`src/ptc_pkg.sv`:
```
// Shared types, constants and the control program of the PID thrust controller.
// Used by ptc_sequencer, ptc_datapath and pid_thrust_controller; no dependencies.
package ptc_pkg;

    localparam int CFG_IDX_W = 3;
    localparam int CFG_DATA_W = 39;
    localparam logic [16:0] ONE_Q16 = 17'h10000;

    // register indexes of the configuration port
    typedef enum logic [CFG_IDX_W-1:0] {
        CFG_TARGET = 3'd0,
        CFG_KP     = 3'd1,
        CFG_KI     = 3'd2,
        CFG_KD     = 3'd3,
        CFG_ILIM   = 3'd4,
        CFG_TLIM   = 3'd5,
        CFG_ALPHA  = 3'd6,
        CFG_DMEAS  = 3'd7
    } t_cfg_idx;

    // datapath operations, one per control word
    typedef enum logic [3:0] {
        UOP_NOP     = 4'd0,
        UOP_ACCEPT  = 4'd1,
        UOP_ERR     = 4'd2,
        UOP_INTEG   = 4'd3,
        UOP_MLO     = 4'd4,
        UOP_MHI     = 4'd5,
        UOP_ACC     = 4'd6,
        UOP_WB      = 4'd7,
        UOP_CMD     = 4'd8,
        UOP_LAG     = 4'd9,
        UOP_INSTANT = 4'd10,
        UOP_OUT     = 4'd11
    } t_uop;

    // multiplier operand source, loaded alongside the operation
    typedef enum logic [2:0] {
        SRC_NONE = 3'd0,
        SRC_ERR  = 3'd1,
        SRC_SUM  = 3'd2,
        SRC_DOP  = 3'd3,
        SRC_DIFF = 3'd4
    } t_src;

    typedef enum logic [1:0] {
        GAIN_KP    = 2'd0,
        GAIN_KI    = 2'd1,
        GAIN_KD    = 2'd2,
        GAIN_ALPHA = 2'd3
    } t_gsel;

    typedef enum logic [1:0] {
        DST_NONE = 2'd0,
        DST_P    = 2'd1,
        DST_I    = 2'd2,
        DST_D    = 2'd3
    } t_dst;

    typedef enum logic [2:0] {
        COND_NEVER     = 3'd0,
        COND_ALWAYS    = 3'd1,
        COND_NO_INPUT  = 3'd2,
        COND_OUT_BUSY  = 3'd3,
        COND_ALPHA_ONE = 3'd4
    } t_cond;

    localparam int STEP_W = 5;
    localparam int NUM_STEPS = 23;
    localparam logic [STEP_W-1:0] STEP_IDLE    = 5'd0;
    localparam logic [STEP_W-1:0] STEP_LAG     = 5'd20;
    localparam logic [STEP_W-1:0] STEP_INSTANT = 5'd21;
    localparam logic [STEP_W-1:0] STEP_OUT     = 5'd22;

    typedef struct packed {
        t_uop              op;
        t_src              src;
        t_gsel             gsel;
        t_dst              dst;
        t_cond             cond;
        logic [STEP_W-1:0] target;
        logic              wrap;
    } t_ucode;

    // status seen by the sequencer's jump conditions
    typedef struct packed {
        logic in_valid;
        logic out_busy;
        logic alpha_one;
    } t_seq_status;

    typedef struct packed {
        logic [31:0] sample_index;
        logic [31:0] control_error;
        logic [31:0] prop_term;
        logic [31:0] integ_term;
        logic [31:0] deriv_term;
        logic [30:0] applied_thrust;
    } t_result;

    function automatic t_ucode uw(input t_uop op, input t_src src, input t_gsel gsel,
                                  input t_dst dst, input t_cond cond,
                                  input logic [STEP_W-1:0] target, input logic wrap);
        t_ucode w;
        w.op = op;
        w.src = src;
        w.gsel = gsel;
        w.dst = dst;
        w.cond = cond;
        w.target = target;
        w.wrap = wrap;
        return w;
    endfunction

    // control program: one word per step
    function automatic t_ucode ptc_ucode(input logic [STEP_W-1:0] step);
        t_ucode w;
        case (step)
            5'd0:  w = uw(UOP_ACCEPT, SRC_NONE, GAIN_KP, DST_NONE, COND_NO_INPUT,
                          STEP_IDLE, 1'b0);
            5'd1:  w = uw(UOP_ERR, SRC_NONE, GAIN_KP, DST_NONE, COND_NEVER, STEP_IDLE, 1'b0);
            5'd2:  w = uw(UOP_INTEG, SRC_ERR, GAIN_KP, DST_NONE, COND_NEVER, STEP_IDLE, 1'b0);
            5'd3:  w = uw(UOP_MLO, SRC_NONE, GAIN_KP, DST_NONE, COND_NEVER, STEP_IDLE, 1'b0);
            5'd4:  w = uw(UOP_MHI, SRC_NONE, GAIN_KP, DST_NONE, COND_NEVER, STEP_IDLE, 1'b0);
            5'd5:  w = uw(UOP_ACC, SRC_NONE, GAIN_KP, DST_NONE, COND_NEVER, STEP_IDLE, 1'b0);
            5'd6:  w = uw(UOP_WB, SRC_SUM, GAIN_KI, DST_P, COND_NEVER, STEP_IDLE, 1'b0);
            5'd7:  w = uw(UOP_MLO, SRC_NONE, GAIN_KP, DST_NONE, COND_NEVER, STEP_IDLE, 1'b0);
            5'd8:  w = uw(UOP_MHI, SRC_NONE, GAIN_KP, DST_NONE, COND_NEVER, STEP_IDLE, 1'b0);
            5'd9:  w = uw(UOP_ACC, SRC_NONE, GAIN_KP, DST_NONE, COND_NEVER, STEP_IDLE, 1'b0);
            5'd10: w = uw(UOP_WB, SRC_DOP, GAIN_KD, DST_I, COND_NEVER, STEP_IDLE, 1'b0);
            5'd11: w = uw(UOP_MLO, SRC_NONE, GAIN_KP, DST_NONE, COND_NEVER, STEP_IDLE, 1'b0);
            5'd12: w = uw(UOP_MHI, SRC_NONE, GAIN_KP, DST_NONE, COND_NEVER, STEP_IDLE, 1'b0);
            5'd13: w = uw(UOP_ACC, SRC_NONE, GAIN_KP, DST_NONE, COND_NEVER, STEP_IDLE, 1'b0);
            5'd14: w = uw(UOP_WB, SRC_NONE, GAIN_KP, DST_D, COND_NEVER, STEP_IDLE, 1'b0);
            5'd15: w = uw(UOP_CMD, SRC_NONE, GAIN_KP, DST_NONE, COND_NEVER, STEP_IDLE, 1'b0);
            5'd16: w = uw(UOP_NOP, SRC_DIFF, GAIN_ALPHA, DST_NONE, COND_ALPHA_ONE,
                          STEP_INSTANT, 1'b0);
            5'd17: w = uw(UOP_MLO, SRC_NONE, GAIN_KP, DST_NONE, COND_NEVER, STEP_IDLE, 1'b0);
            5'd18: w = uw(UOP_MHI, SRC_NONE, GAIN_KP, DST_NONE, COND_NEVER, STEP_IDLE, 1'b0);
            5'd19: w = uw(UOP_ACC, SRC_NONE, GAIN_KP, DST_NONE, COND_NEVER, STEP_IDLE, 1'b0);
            5'd20: w = uw(UOP_LAG, SRC_NONE, GAIN_KP, DST_NONE, COND_ALWAYS, STEP_OUT, 1'b0);
            5'd21: w = uw(UOP_INSTANT, SRC_NONE, GAIN_KP, DST_NONE, COND_NEVER,
                          STEP_IDLE, 1'b0);
            5'd22: w = uw(UOP_OUT, SRC_NONE, GAIN_KP, DST_NONE, COND_OUT_BUSY,
                          STEP_OUT, 1'b1);
            default: w = uw(UOP_NOP, SRC_NONE, GAIN_KP, DST_NONE, COND_ALWAYS,
                            STEP_IDLE, 1'b0);
        endcase
        return w;
    endfunction

endpackage

```
`src/ptc_sequencer.sv`:
```
// Step counter and control-program fetch with conditional jumps.
// Depends on ptc_pkg for the control word, status struct and program table.
module ptc_sequencer
    import ptc_pkg::*;
(
    input  logic        i_clk,
    input  logic        i_rst_n,
    input  t_seq_status i_status,
    output t_ucode      o_cw
);

    logic [STEP_W-1:0] r_step;
    logic [STEP_W-1:0] n_step;
    t_ucode            cw;
    logic              take;

    assign cw = ptc_ucode(r_step);
    assign o_cw = cw;

    // evaluate the jump condition of the current word
    always_comb begin
        unique case (cw.cond)
            COND_NEVER:     take = 1'b0;
            COND_ALWAYS:    take = 1'b1;
            COND_NO_INPUT:  take = !i_status.in_valid;
            COND_OUT_BUSY:  take = i_status.out_busy;
            COND_ALPHA_ONE: take = i_status.alpha_one;
            default:        take = 1'b0;
        endcase
    end

    // jump, wrap to the idle step, or advance
    always_comb begin
        if (take) begin
            n_step = cw.target;
        end else if (cw.wrap || r_step == STEP_W'(NUM_STEPS - 1)) begin
            n_step = STEP_IDLE;
        end else begin
            n_step = r_step + 1'b1;
        end
    end

    always_ff @(posedge i_clk) begin
        if (!i_rst_n) begin
            r_step <= STEP_IDLE;
        end else begin
            r_step <= n_step;
        end
    end

endmodule

```
`src/ptc_datapath.sv`:
```
// Configuration registers, controller state and the shared multiply datapath.
// Depends on ptc_pkg; driven one operation per cycle by ptc_sequencer.
module ptc_datapath
    import ptc_pkg::*;
(
    input  logic                  i_clk,
    input  logic                  i_rst_n,
    input  logic                  i_cfg_we,
    input  logic [CFG_IDX_W-1:0]  i_cfg_index,
    input  logic [CFG_DATA_W-1:0] i_cfg_data,
    input  logic [31:0]           i_measured_altitude,
    input  t_ucode                i_cw,
    input  logic                  i_out_busy,
    output logic                  o_alpha_one,
    output logic                  o_res_load,
    output t_result               o_result
);

    localparam logic signed [31:0] S32_TOP = 32'sh7FFF_FFFF;
    localparam logic signed [31:0] S32_BOT = 32'sh8000_0000;

    // configuration
    logic signed [31:0] r_target;
    logic [23:0]        r_kp;
    logic [23:0]        r_ki;
    logic [23:0]        r_kd;
    logic [38:0]        r_ilim;
    logic [30:0]        r_tlim;
    logic [16:0]        r_alpha;
    logic               r_dmeas;

    // controller state
    logic signed [39:0] r_error_sum;
    logic signed [31:0] r_last_error;
    logic signed [31:0] r_last_meas;
    logic [30:0]        r_thrust;
    logic [31:0]        r_tick;
    logic               r_ticked;

    // working registers
    logic signed [31:0] r_meas;
    logic signed [31:0] r_err;
    logic signed [32:0] r_dop;
    logic signed [31:0] r_pt;
    logic signed [31:0] r_it;
    logic signed [31:0] r_dt;
    logic [30:0]        r_cmd;
    logic [39:0]        r_mag;
    logic               r_neg;
    logic [23:0]        r_gain;
    logic [55:0]        r_prod;
    logic [63:0]        r_acc;

    logic signed [32:0] err_diff;
    logic signed [31:0] err_sat;
    logic signed [40:0] sum_raw;
    logic signed [40:0] lim_pos;
    logic signed [40:0] lim_neg;
    logic signed [39:0] sum_clamp;
    logic signed [32:0] dop_new;
    logic signed [40:0] opnd;
    logic [40:0]        opnd_abs;
    logic [23:0]        gain_sel;
    logic signed [31:0] diff_cmd;
    logic [31:0]        mul_a;
    logic [55:0]        mul_p;
    logic [47:0]        rq;
    logic signed [31:0] term_sat;
    logic [31:0]        delta;
    logic [31:0]        thrust_sum;
    logic signed [33:0] cmd_raw;
    logic [30:0]        cmd_clamp;
    logic               res_load;

    // saturated error
    assign err_diff = {r_target[31], r_target} - {r_meas[31], r_meas};
    always_comb begin
        if (err_diff > 33'sd2147483647) begin
            err_sat = S32_TOP;
        end else if (err_diff < -33'sd2147483648) begin
            err_sat = S32_BOT;
        end else begin
            err_sat = err_diff[31:0];
        end
    end

    // clamped error sum and derivative operand
    assign sum_raw = {r_error_sum[39], r_error_sum} + {{9{r_err[31]}}, r_err};
    assign lim_pos = {2'b00, r_ilim};
    assign lim_neg = -lim_pos;
    always_comb begin
        if (sum_raw > lim_pos) begin
            sum_clamp = lim_pos[39:0];
        end else if (sum_raw < lim_neg) begin
            sum_clamp = lim_neg[39:0];
        end else begin
            sum_clamp = sum_raw[39:0];
        end
    end
    assign dop_new = r_dmeas ? ({r_last_meas[31], r_last_meas} - {r_meas[31], r_meas})
                             : ({r_err[31], r_err} - {r_last_error[31], r_last_error});

    // operand select and magnitude for the multiplier
    assign diff_cmd = $signed({1'b0, r_cmd}) - $signed({1'b0, r_thrust});
    always_comb begin
        case (i_cw.src)
            SRC_ERR:  opnd = {{9{r_err[31]}}, r_err};
            SRC_SUM:  opnd = {r_error_sum[39], r_error_sum};
            SRC_DOP:  opnd = {{8{r_dop[32]}}, r_dop};
            SRC_DIFF: opnd = {{9{diff_cmd[31]}}, diff_cmd};
            default:  opnd = '0;
        endcase
        case (i_cw.gsel)
            GAIN_KP:    gain_sel = r_kp;
            GAIN_KI:    gain_sel = r_ki;
            GAIN_KD:    gain_sel = r_kd;
            default:    gain_sel = {7'd0, r_alpha};
        endcase
    end
    assign opnd_abs = opnd[40] ? (~opnd + 41'd1) : opnd;

    // shared 32x24 multiplier, low then high slice of the magnitude
    assign mul_a = (i_cw.op == UOP_MHI) ? {24'd0, r_mag[39:32]} : r_mag[31:0];
    assign mul_p = {24'd0, mul_a} * {32'd0, r_gain};

    // rounded quotient with sign and saturation
    assign rq = r_acc[63:16];
    always_comb begin
        if (!r_neg) begin
            term_sat = (rq > 48'h0000_7FFF_FFFF) ? S32_TOP : rq[31:0];
        end else begin
            term_sat = (rq > 48'h0000_8000_0000) ? S32_BOT : (~rq[31:0] + 32'd1);
        end
    end
    assign delta = r_neg ? (~rq[31:0] + 32'd1) : rq[31:0];
    assign thrust_sum = {1'b0, r_thrust} + delta;

    // thrust command clamp
    assign cmd_raw = {{2{r_pt[31]}}, r_pt} + {{2{r_it[31]}}, r_it} + {{2{r_dt[31]}}, r_dt};
    always_comb begin
        if (cmd_raw[33]) begin
            cmd_clamp = '0;
        end else if (cmd_raw > $signed({3'b000, r_tlim})) begin
            cmd_clamp = r_tlim;
        end else begin
            cmd_clamp = cmd_raw[30:0];
        end
    end

    assign res_load = (i_cw.op == UOP_OUT) && !i_out_busy;
    assign o_res_load = res_load;
    assign o_alpha_one = (r_alpha == ONE_Q16);

    // configuration and controller state
    always_ff @(posedge i_clk) begin
        if (!i_rst_n) begin
            r_target <= '0;
            r_kp <= '0;
            r_ki <= '0;
            r_kd <= '0;
            r_ilim <= '0;
            r_tlim <= '0;
            r_alpha <= ONE_Q16;
            r_dmeas <= 1'b0;
            r_error_sum <= '0;
            r_last_error <= '0;
            r_last_meas <= '0;
            r_thrust <= '0;
            r_tick <= '0;
            r_ticked <= 1'b0;
        end else begin
            if (i_cfg_we) begin
                case (i_cfg_index)
                    CFG_TARGET: begin
                        r_target <= i_cfg_data[31:0];
                        if (!r_ticked) begin
                            r_last_error <= i_cfg_data[31:0];
                        end
                    end
                    CFG_KP:    r_kp <= i_cfg_data[23:0];
                    CFG_KI:    r_ki <= i_cfg_data[23:0];
                    CFG_KD:    r_kd <= i_cfg_data[23:0];
                    CFG_ILIM:  r_ilim <= i_cfg_data[38:0];
                    CFG_TLIM:  r_tlim <= i_cfg_data[30:0];
                    CFG_ALPHA: r_alpha <= (i_cfg_data[16:0] > ONE_Q16) ? ONE_Q16
                                                                       : i_cfg_data[16:0];
                    CFG_DMEAS: r_dmeas <= i_cfg_data[0];
                    default:   r_dmeas <= r_dmeas;
                endcase
            end
            if (i_cw.op == UOP_INTEG) begin
                r_error_sum <= sum_clamp;
            end
            if (i_cw.op == UOP_LAG) begin
                r_thrust <= thrust_sum[30:0];
            end
            if (i_cw.op == UOP_INSTANT) begin
                r_thrust <= r_cmd;
            end
            if (res_load) begin
                r_last_error <= r_err;
                r_last_meas <= r_meas;
                r_tick <= r_tick + 32'd1;
                r_ticked <= 1'b1;
            end
        end
    end

    // working registers, one operation per step
    always_ff @(posedge i_clk) begin
        if (i_cw.src != SRC_NONE) begin
            r_neg <= opnd[40];
            r_mag <= opnd_abs[39:0];
            r_gain <= gain_sel;
        end
        case (i_cw.op)
            UOP_ACCEPT: r_meas <= i_measured_altitude;
            UOP_ERR:    r_err <= err_sat;
            UOP_INTEG:  r_dop <= dop_new;
            UOP_MLO:    r_prod <= mul_p;
            UOP_MHI: begin
                r_acc <= {8'd0, r_prod} + 64'h8000;
                r_prod <= mul_p;
            end
            UOP_ACC:    r_acc <= r_acc + {r_prod[31:0], 32'd0};
            UOP_WB: begin
                case (i_cw.dst)
                    DST_P:   r_pt <= term_sat;
                    DST_I:   r_it <= term_sat;
                    DST_D:   r_dt <= term_sat;
                    default: r_pt <= r_pt;
                endcase
            end
            UOP_CMD:    r_cmd <= cmd_clamp;
            default:    r_cmd <= r_cmd;
        endcase
    end

    assign o_result.sample_index = r_tick;
    assign o_result.control_error = r_err;
    assign o_result.prop_term = r_pt;
    assign o_result.integ_term = r_it;
    assign o_result.deriv_term = r_dt;
    assign o_result.applied_thrust = r_thrust;

endmodule

```
`src/pid_thrust_controller.sv`:
```
// PID thrust controller: one altitude sample in, one control result out.
// Input word: i_measured_altitude, accepted when i_in_valid is high and
// o_in_stall is low. Result word: sample index, error, P/I/D terms and
// applied thrust, taken when o_out_valid is high and i_out_stall is low.
// Configuration: i_cfg_we writes i_cfg_data into register i_cfg_index;
// write only while no sample is in flight.
// The control program drives one shared 32x24 multiplier through four
// two-slice products in turn, or three when lag_alpha is one (the lag
// multiply is skipped). A new sample is taken only once the previous
// result has been loaded into the output register.
// The result sits in an output register; a stalled receiver holds it, and the
// block keeps computing the next sample, waiting only at its final step until
// the register frees.
// Reset clears the configuration and controller state to defaults; the
// sequencer returns to its idle step, ready to take a sample.
// Depends on ptc_pkg, ptc_sequencer and ptc_datapath.
module pid_thrust_controller
    import ptc_pkg::*;
(
    input  logic                  i_clk,
    input  logic                  i_rst_n,
    input  logic                  i_cfg_we,
    input  logic [CFG_IDX_W-1:0]  i_cfg_index,
    input  logic [CFG_DATA_W-1:0] i_cfg_data,
    input  logic                  i_in_valid,
    output logic                  o_in_stall,
    input  logic signed [31:0]    i_measured_altitude,
    output logic                  o_out_valid,
    input  logic                  i_out_stall,
    output logic [31:0]           o_sample_index,
    output logic signed [31:0]    o_control_error,
    output logic signed [31:0]    o_prop_term,
    output logic signed [31:0]    o_integ_term,
    output logic signed [31:0]    o_deriv_term,
    output logic [30:0]           o_applied_thrust
);

    t_ucode      cw;
    t_seq_status status;
    t_result     result;
    t_result     r_out;
    logic        r_out_valid;
    logic        res_load;
    logic        alpha_one;
    logic        out_busy;

    assign out_busy = r_out_valid && i_out_stall;
    assign status.in_valid = i_in_valid;
    assign status.out_busy = out_busy;
    assign status.alpha_one = alpha_one;

    ptc_sequencer u_seq (
        .i_clk    (i_clk),
        .i_rst_n  (i_rst_n),
        .i_status (status),
        .o_cw     (cw)
    );

    ptc_datapath u_dp (
        .i_clk               (i_clk),
        .i_rst_n             (i_rst_n),
        .i_cfg_we            (i_cfg_we),
        .i_cfg_index         (i_cfg_index),
        .i_cfg_data          (i_cfg_data),
        .i_measured_altitude (i_measured_altitude),
        .i_cw                (cw),
        .i_out_busy          (out_busy),
        .o_alpha_one         (alpha_one),
        .o_res_load          (res_load),
        .o_result            (result)
    );

    // take a sample only at the idle step
    assign o_in_stall = (cw.op != UOP_ACCEPT);

    // output register: load a result, drop the word once taken
    always_ff @(posedge i_clk) begin
        if (!i_rst_n) begin
            r_out_valid <= 1'b0;
        end else if (res_load) begin
            r_out_valid <= 1'b1;
        end else if (!i_out_stall) begin
            r_out_valid <= 1'b0;
        end
    end

    always_ff @(posedge i_clk) begin
        if (res_load) begin
            r_out <= result;
        end
    end

    assign o_out_valid = r_out_valid;
    assign o_sample_index = r_out.sample_index;
    assign o_control_error = r_out.control_error;
    assign o_prop_term = r_out.prop_term;
    assign o_integ_term = r_out.integ_term;
    assign o_deriv_term = r_out.deriv_term;
    assign o_applied_thrust = r_out.applied_thrust;

`ifndef SYNTHESIS
    // a pending result is never overwritten
    a_no_overwrite: assert property (@(posedge i_clk) disable iff (!i_rst_n)
        res_load |-> !out_busy)
        else $error("result loaded while output word still stalled");

    // an accepted sample moves the sequencer off the idle step
    a_busy_after_accept: assert property (@(posedge i_clk) disable iff (!i_rst_n)
        (i_in_valid && !o_in_stall) |=> o_in_stall)
        else $error("sequencer stayed idle after taking a sample");

    // a loaded result is visible in the next cycle
    a_load_shows: assert property (@(posedge i_clk) disable iff (!i_rst_n)
        res_load |=> o_out_valid)
        else $error("loaded result not presented");
`endif

endmodule

```
`config.mk`:
```
export PLATFORM = sky130hd
export DESIGN_NAME = pid_thrust_controller
export DESIGN_NICKNAME = d
export VERILOG_FILES = /design/src/ptc_pkg.sv /design/src/ptc_sequencer.sv /design/src/ptc_datapath.sv /design/src/pid_thrust_controller.sv
export SDC_FILE = /design/constraint.sdc
export NUM_CORES = 2
export LEC_CHECK = 0
export ABC_CLOCK_PERIOD_IN_PS = 8800
export BUFFER_PORTS_ARGS = -buffer_cell sky130_fd_sc_hd__clkbuf_2
export CORE_ASPECT_RATIO = 0.8
export CORE_UTILIZATION = 47
export CTS_CLUSTER_DIAMETER = 60
export DETAILED_ROUTE_END_ITERATION = 8
export PLACE_DENSITY = 0.66
export SKIP_CTS_REPAIR_TIMING = 1
export SLEW_MARGIN = 20
export SYNTH_ARGS = -nofsm -noshare
export SYNTH_HDL_FRONTEND = slang
export SYNTH_SLANG_ARGS = --single-unit
```
`constraint.sdc`:
```
create_clock -name i_clk -period 8.8 [get_ports i_clk]
set_input_delay 0.44 -clock i_clk [delete_from_list [all_inputs] [get_ports i_clk]]
set_output_delay 0.44 -clock i_clk [all_outputs]
set_load 0.01 [all_outputs]
```
==> reports/metrics.cfg <==
[synthesis]
muxShareOfSynthArea_pct = 1.534
avgSynthCellArea_um2 = 9.205
ys_top_cells_by_area = edfxtp_1 22%, fa_1 16%, dfxtp_1 9.4%, ha_1 9.2%, nand2_1 5.7%
ys_ff_latch = 966
synth-edff-count = 584
synth_compound_area_share_pct = 13.87
synthArstFlopShare_pct = 0
syn_nets = 10180
synth-adder-area-share_pct = 25.59
synth_top_family_by_area = adder cells
ys.warnings.count = 0
yosys_most_used_dff = edfxtp_1
syn_inst = 8835
synth_cell_types = 99
yosysSeqAreaShare_pct = 30.97
synthXorXnorAreaFrac_pct = 4.663
yosys.area.top_type = edfxtp_1
synthesis.area_um2 = 81330
synth_simple_gate_area_share_pct = 16.64
yosys.area.top_type_share_pct = 21.56

[global_route]
grt_overflow = 0
grt_pass1_wl_um = 395700
grt.total_usage_pct = 29.62
antenna_found_initial = 12
grt_max_degree = 148
grt_pass1_vias = 63690

[floorplan]
coreArea_um2 = 171900
die_area_um2 = 174700
num_rows = 136
fp.dieW_um = 467.1
die_y_um = 374.1
start_util_pct = 47.32
num_io_pins = 272

[routing]
top_layer = met5
drt_iter0_markers = 7373
first_pass_iters = 6
routedWlPerCell_um = 23.03
antenna_left = 0
finalWirelength_um = 261800
drc = 0
met3_length_um = 26390
wl_met2_um = 105700
met1_length_um = 122700
vias_per_cell = 5.844
vias = 66450

[critical_path]
path_buf_inv = 5
crit_path_start_kind = flop
crit_arrival_ns = 8.85
slowest_stage = fa_1
critPathRequiredTime_ns = 9.29
crit_top_cell = fa_1
slowest_delay_ns = 0.55
path_delay_family = adder cells
crit_type = reg2reg
crit_fanout = 12
critPathCaptureType = flop

[place]
place_ws_ns = 0.1272
placedCellCount = 11140
gp_congestion = 1.003
port_buffers = 271
post-dp-hpwl_um = 205400

[timing]
worst_slack_ns = 0.4386
fmax_mhz = 119.6
slew_headroom_pct = 15.78
setup_violations = 0
timing.final.crit_share_pct = 95.02
hold_violations = 0
slew_violations = 0
layout_min_cycle_time_ns = 8.361
fin_skew_ns = 0.04195
tightest_slew_ns = 1.248

[finish]
area_growth_syn_to_layout_pct = 9.901
fin_util_pct = 52.01
nets = 10350
register_area_um2 = 25190
drive_gt1_share_pct = 8.461
stdcell_count = 11370
multiInputGateArea_um2 = 50840
fillers = 15800

[run_status]
status = complete, no violations

[clock_tree]
cts.path.max_buffers = 3
root_buffer = clkbuf_16
htreeDepth = 3
clk_latency_ns = 0.76
cts_tree = done
cts_buffers = 99
clock_sinks = 966
path_clk_slew_ns = 0.07

[hold_path]
hold_path.class = in2reg

[run]
drv_cap = 0

kinds of logic (layout without fill, tap and decap cells):
family                   Yosys count  count (layout)
other                              0               4
adder cells (fa/ha/maj)         1263            1263
AND/OR/NAND/NOR                 2854            2854
AO/OA/AOI/OAI                   1770            1770
multiplexers                      98              98
flip-flops                       966             966
buffers and inverters           1451            1705
XOR/XNOR                         433             433
state kept, by name (all words and copies together), names as in the netlist, 33 cells and up:
signal / flops
u_dp.r_prod: 56
u_dp.r_mag: 40
u_dp.r_dop: 33
u_dp.r_acc: 48
u_dp.r_ilim: 39
u_dp.r_error_sum: 40
area by class of cell:
| type | instances | share of cell area [%] |
|---|---|---|
| multi-input cells | 6418 | 56.88 |
| flip-flops and latches | 966 | 28.18 |
| inverters | 1032 | 4.351 |
| repair buffers | 486 | 3.633 |
| well taps | 2277 | 3.187 |
| clock buffers | 125 | 2.997 |
| clock inverters | 62 | 0.7657 |
| diodes | 4 | 0.01120 |
per-stage QoR:
step                hold slack (ns)  cell area, um2  setup TNS, ns
floorplan                    0.4172           81330              0
global placement             0.4296           85560              0
detailed placement           0.4411           85560              0
CTS                         -0.1743           88920              0
global route                0.02851           89380       -0.01375
finish                      0.04593           89380              0
placed cells by master (no fill, tap or decap), types with 38 or more instances in the layout:
cell type	synthesis	layout
nand2_1	1231	1231
a21oi_1	581	579
nand2b_1	73	73
a211oi_1	72	72
xor2_1	162	162
dlygate4sd3_1	0	39
inv_1	1029	1029
or3_1	65	64
nor2b_1	70	66
mux2i_1	38	38
o21a_1	61	61
nor2_1	439	433
mux2_2	43	43
nor4_1	41	41
nor3_1	119	113
dfxtp_1	382	380
fa_1	667	667
xnor2_1	271	271
o211ai_1	39	39
clkbuf_2	2	271
clkbuf_16	0	102
nand4_1	79	79
and3_1	62	61
and2_1	432	432
o21bai_1	44	44
a311oi_1	45	45
o21ai_0	357	354
a31oi_1	56	55
edfxtp_1	584	584
a21o_1	176	176
a22oi_1	47	47
nand3_1	152	151
buf_4	2	161
ha_1	596	596
cells in the mapped netlist (79+ instances only):
cell	number
ha_1	596
o21ai_0	357
nand4_1	79
xnor2_1	271
a21o_1	176
nand2_1	1231
inv_1	1029
a21oi_1	581
dfxtp_1	382
edfxtp_1	584
nor3_1	119
xor2_1	162
clkbuf_1	388
fa_1	667
nor2_1	439
nand3_1	152
and2_1	432
layer usage:
metal / up-vias / GRT usage [%]
met1: 32680 / 46.26
met3: 344 / 5.772
li1: 30280 / -
met2: 3151 / 41.27
met5: - / 0
met4: 4 / 7.553
worst register-to-register path, delay by kind of cell, from the launching register on:
family,cells,cell delay (ns)
xor gates and xnor gates,1,0.10
buffers and inverters,5,0.40
and+or+nand+nor,6,1.30
muxes,1,0.47
adders and majority gates,8,3.85
DFF,1,0.31
AOI/OAI and AO/OA,7,1.68
final timing paths:
kind,from,end,slack (ns),cells past startpoint
worst max-delay path,u_seq.o_cw[17]$_DFF_P_,u_dp.r_prod[53]$_DFFE_PP_,0.44,28
worst min-delay path,i_cfg_data[31],u_dp.r_target[31]$_SDFFE_PN0P_,0.05,3
worst max register to register,u_seq.o_cw[17]$_DFF_P_,u_dp.r_prod[53]$_DFFE_PP_,0.44,28
worst min register to register,u_dp.r_it[25]$_DFFE_PP_,o_integ_term[25]$_DFFE_PP_,0.45,0
Power is left out: the tool's default activity adds up to more than one toggle a clock period on the data nets, which glitch-free logic cannot reach.
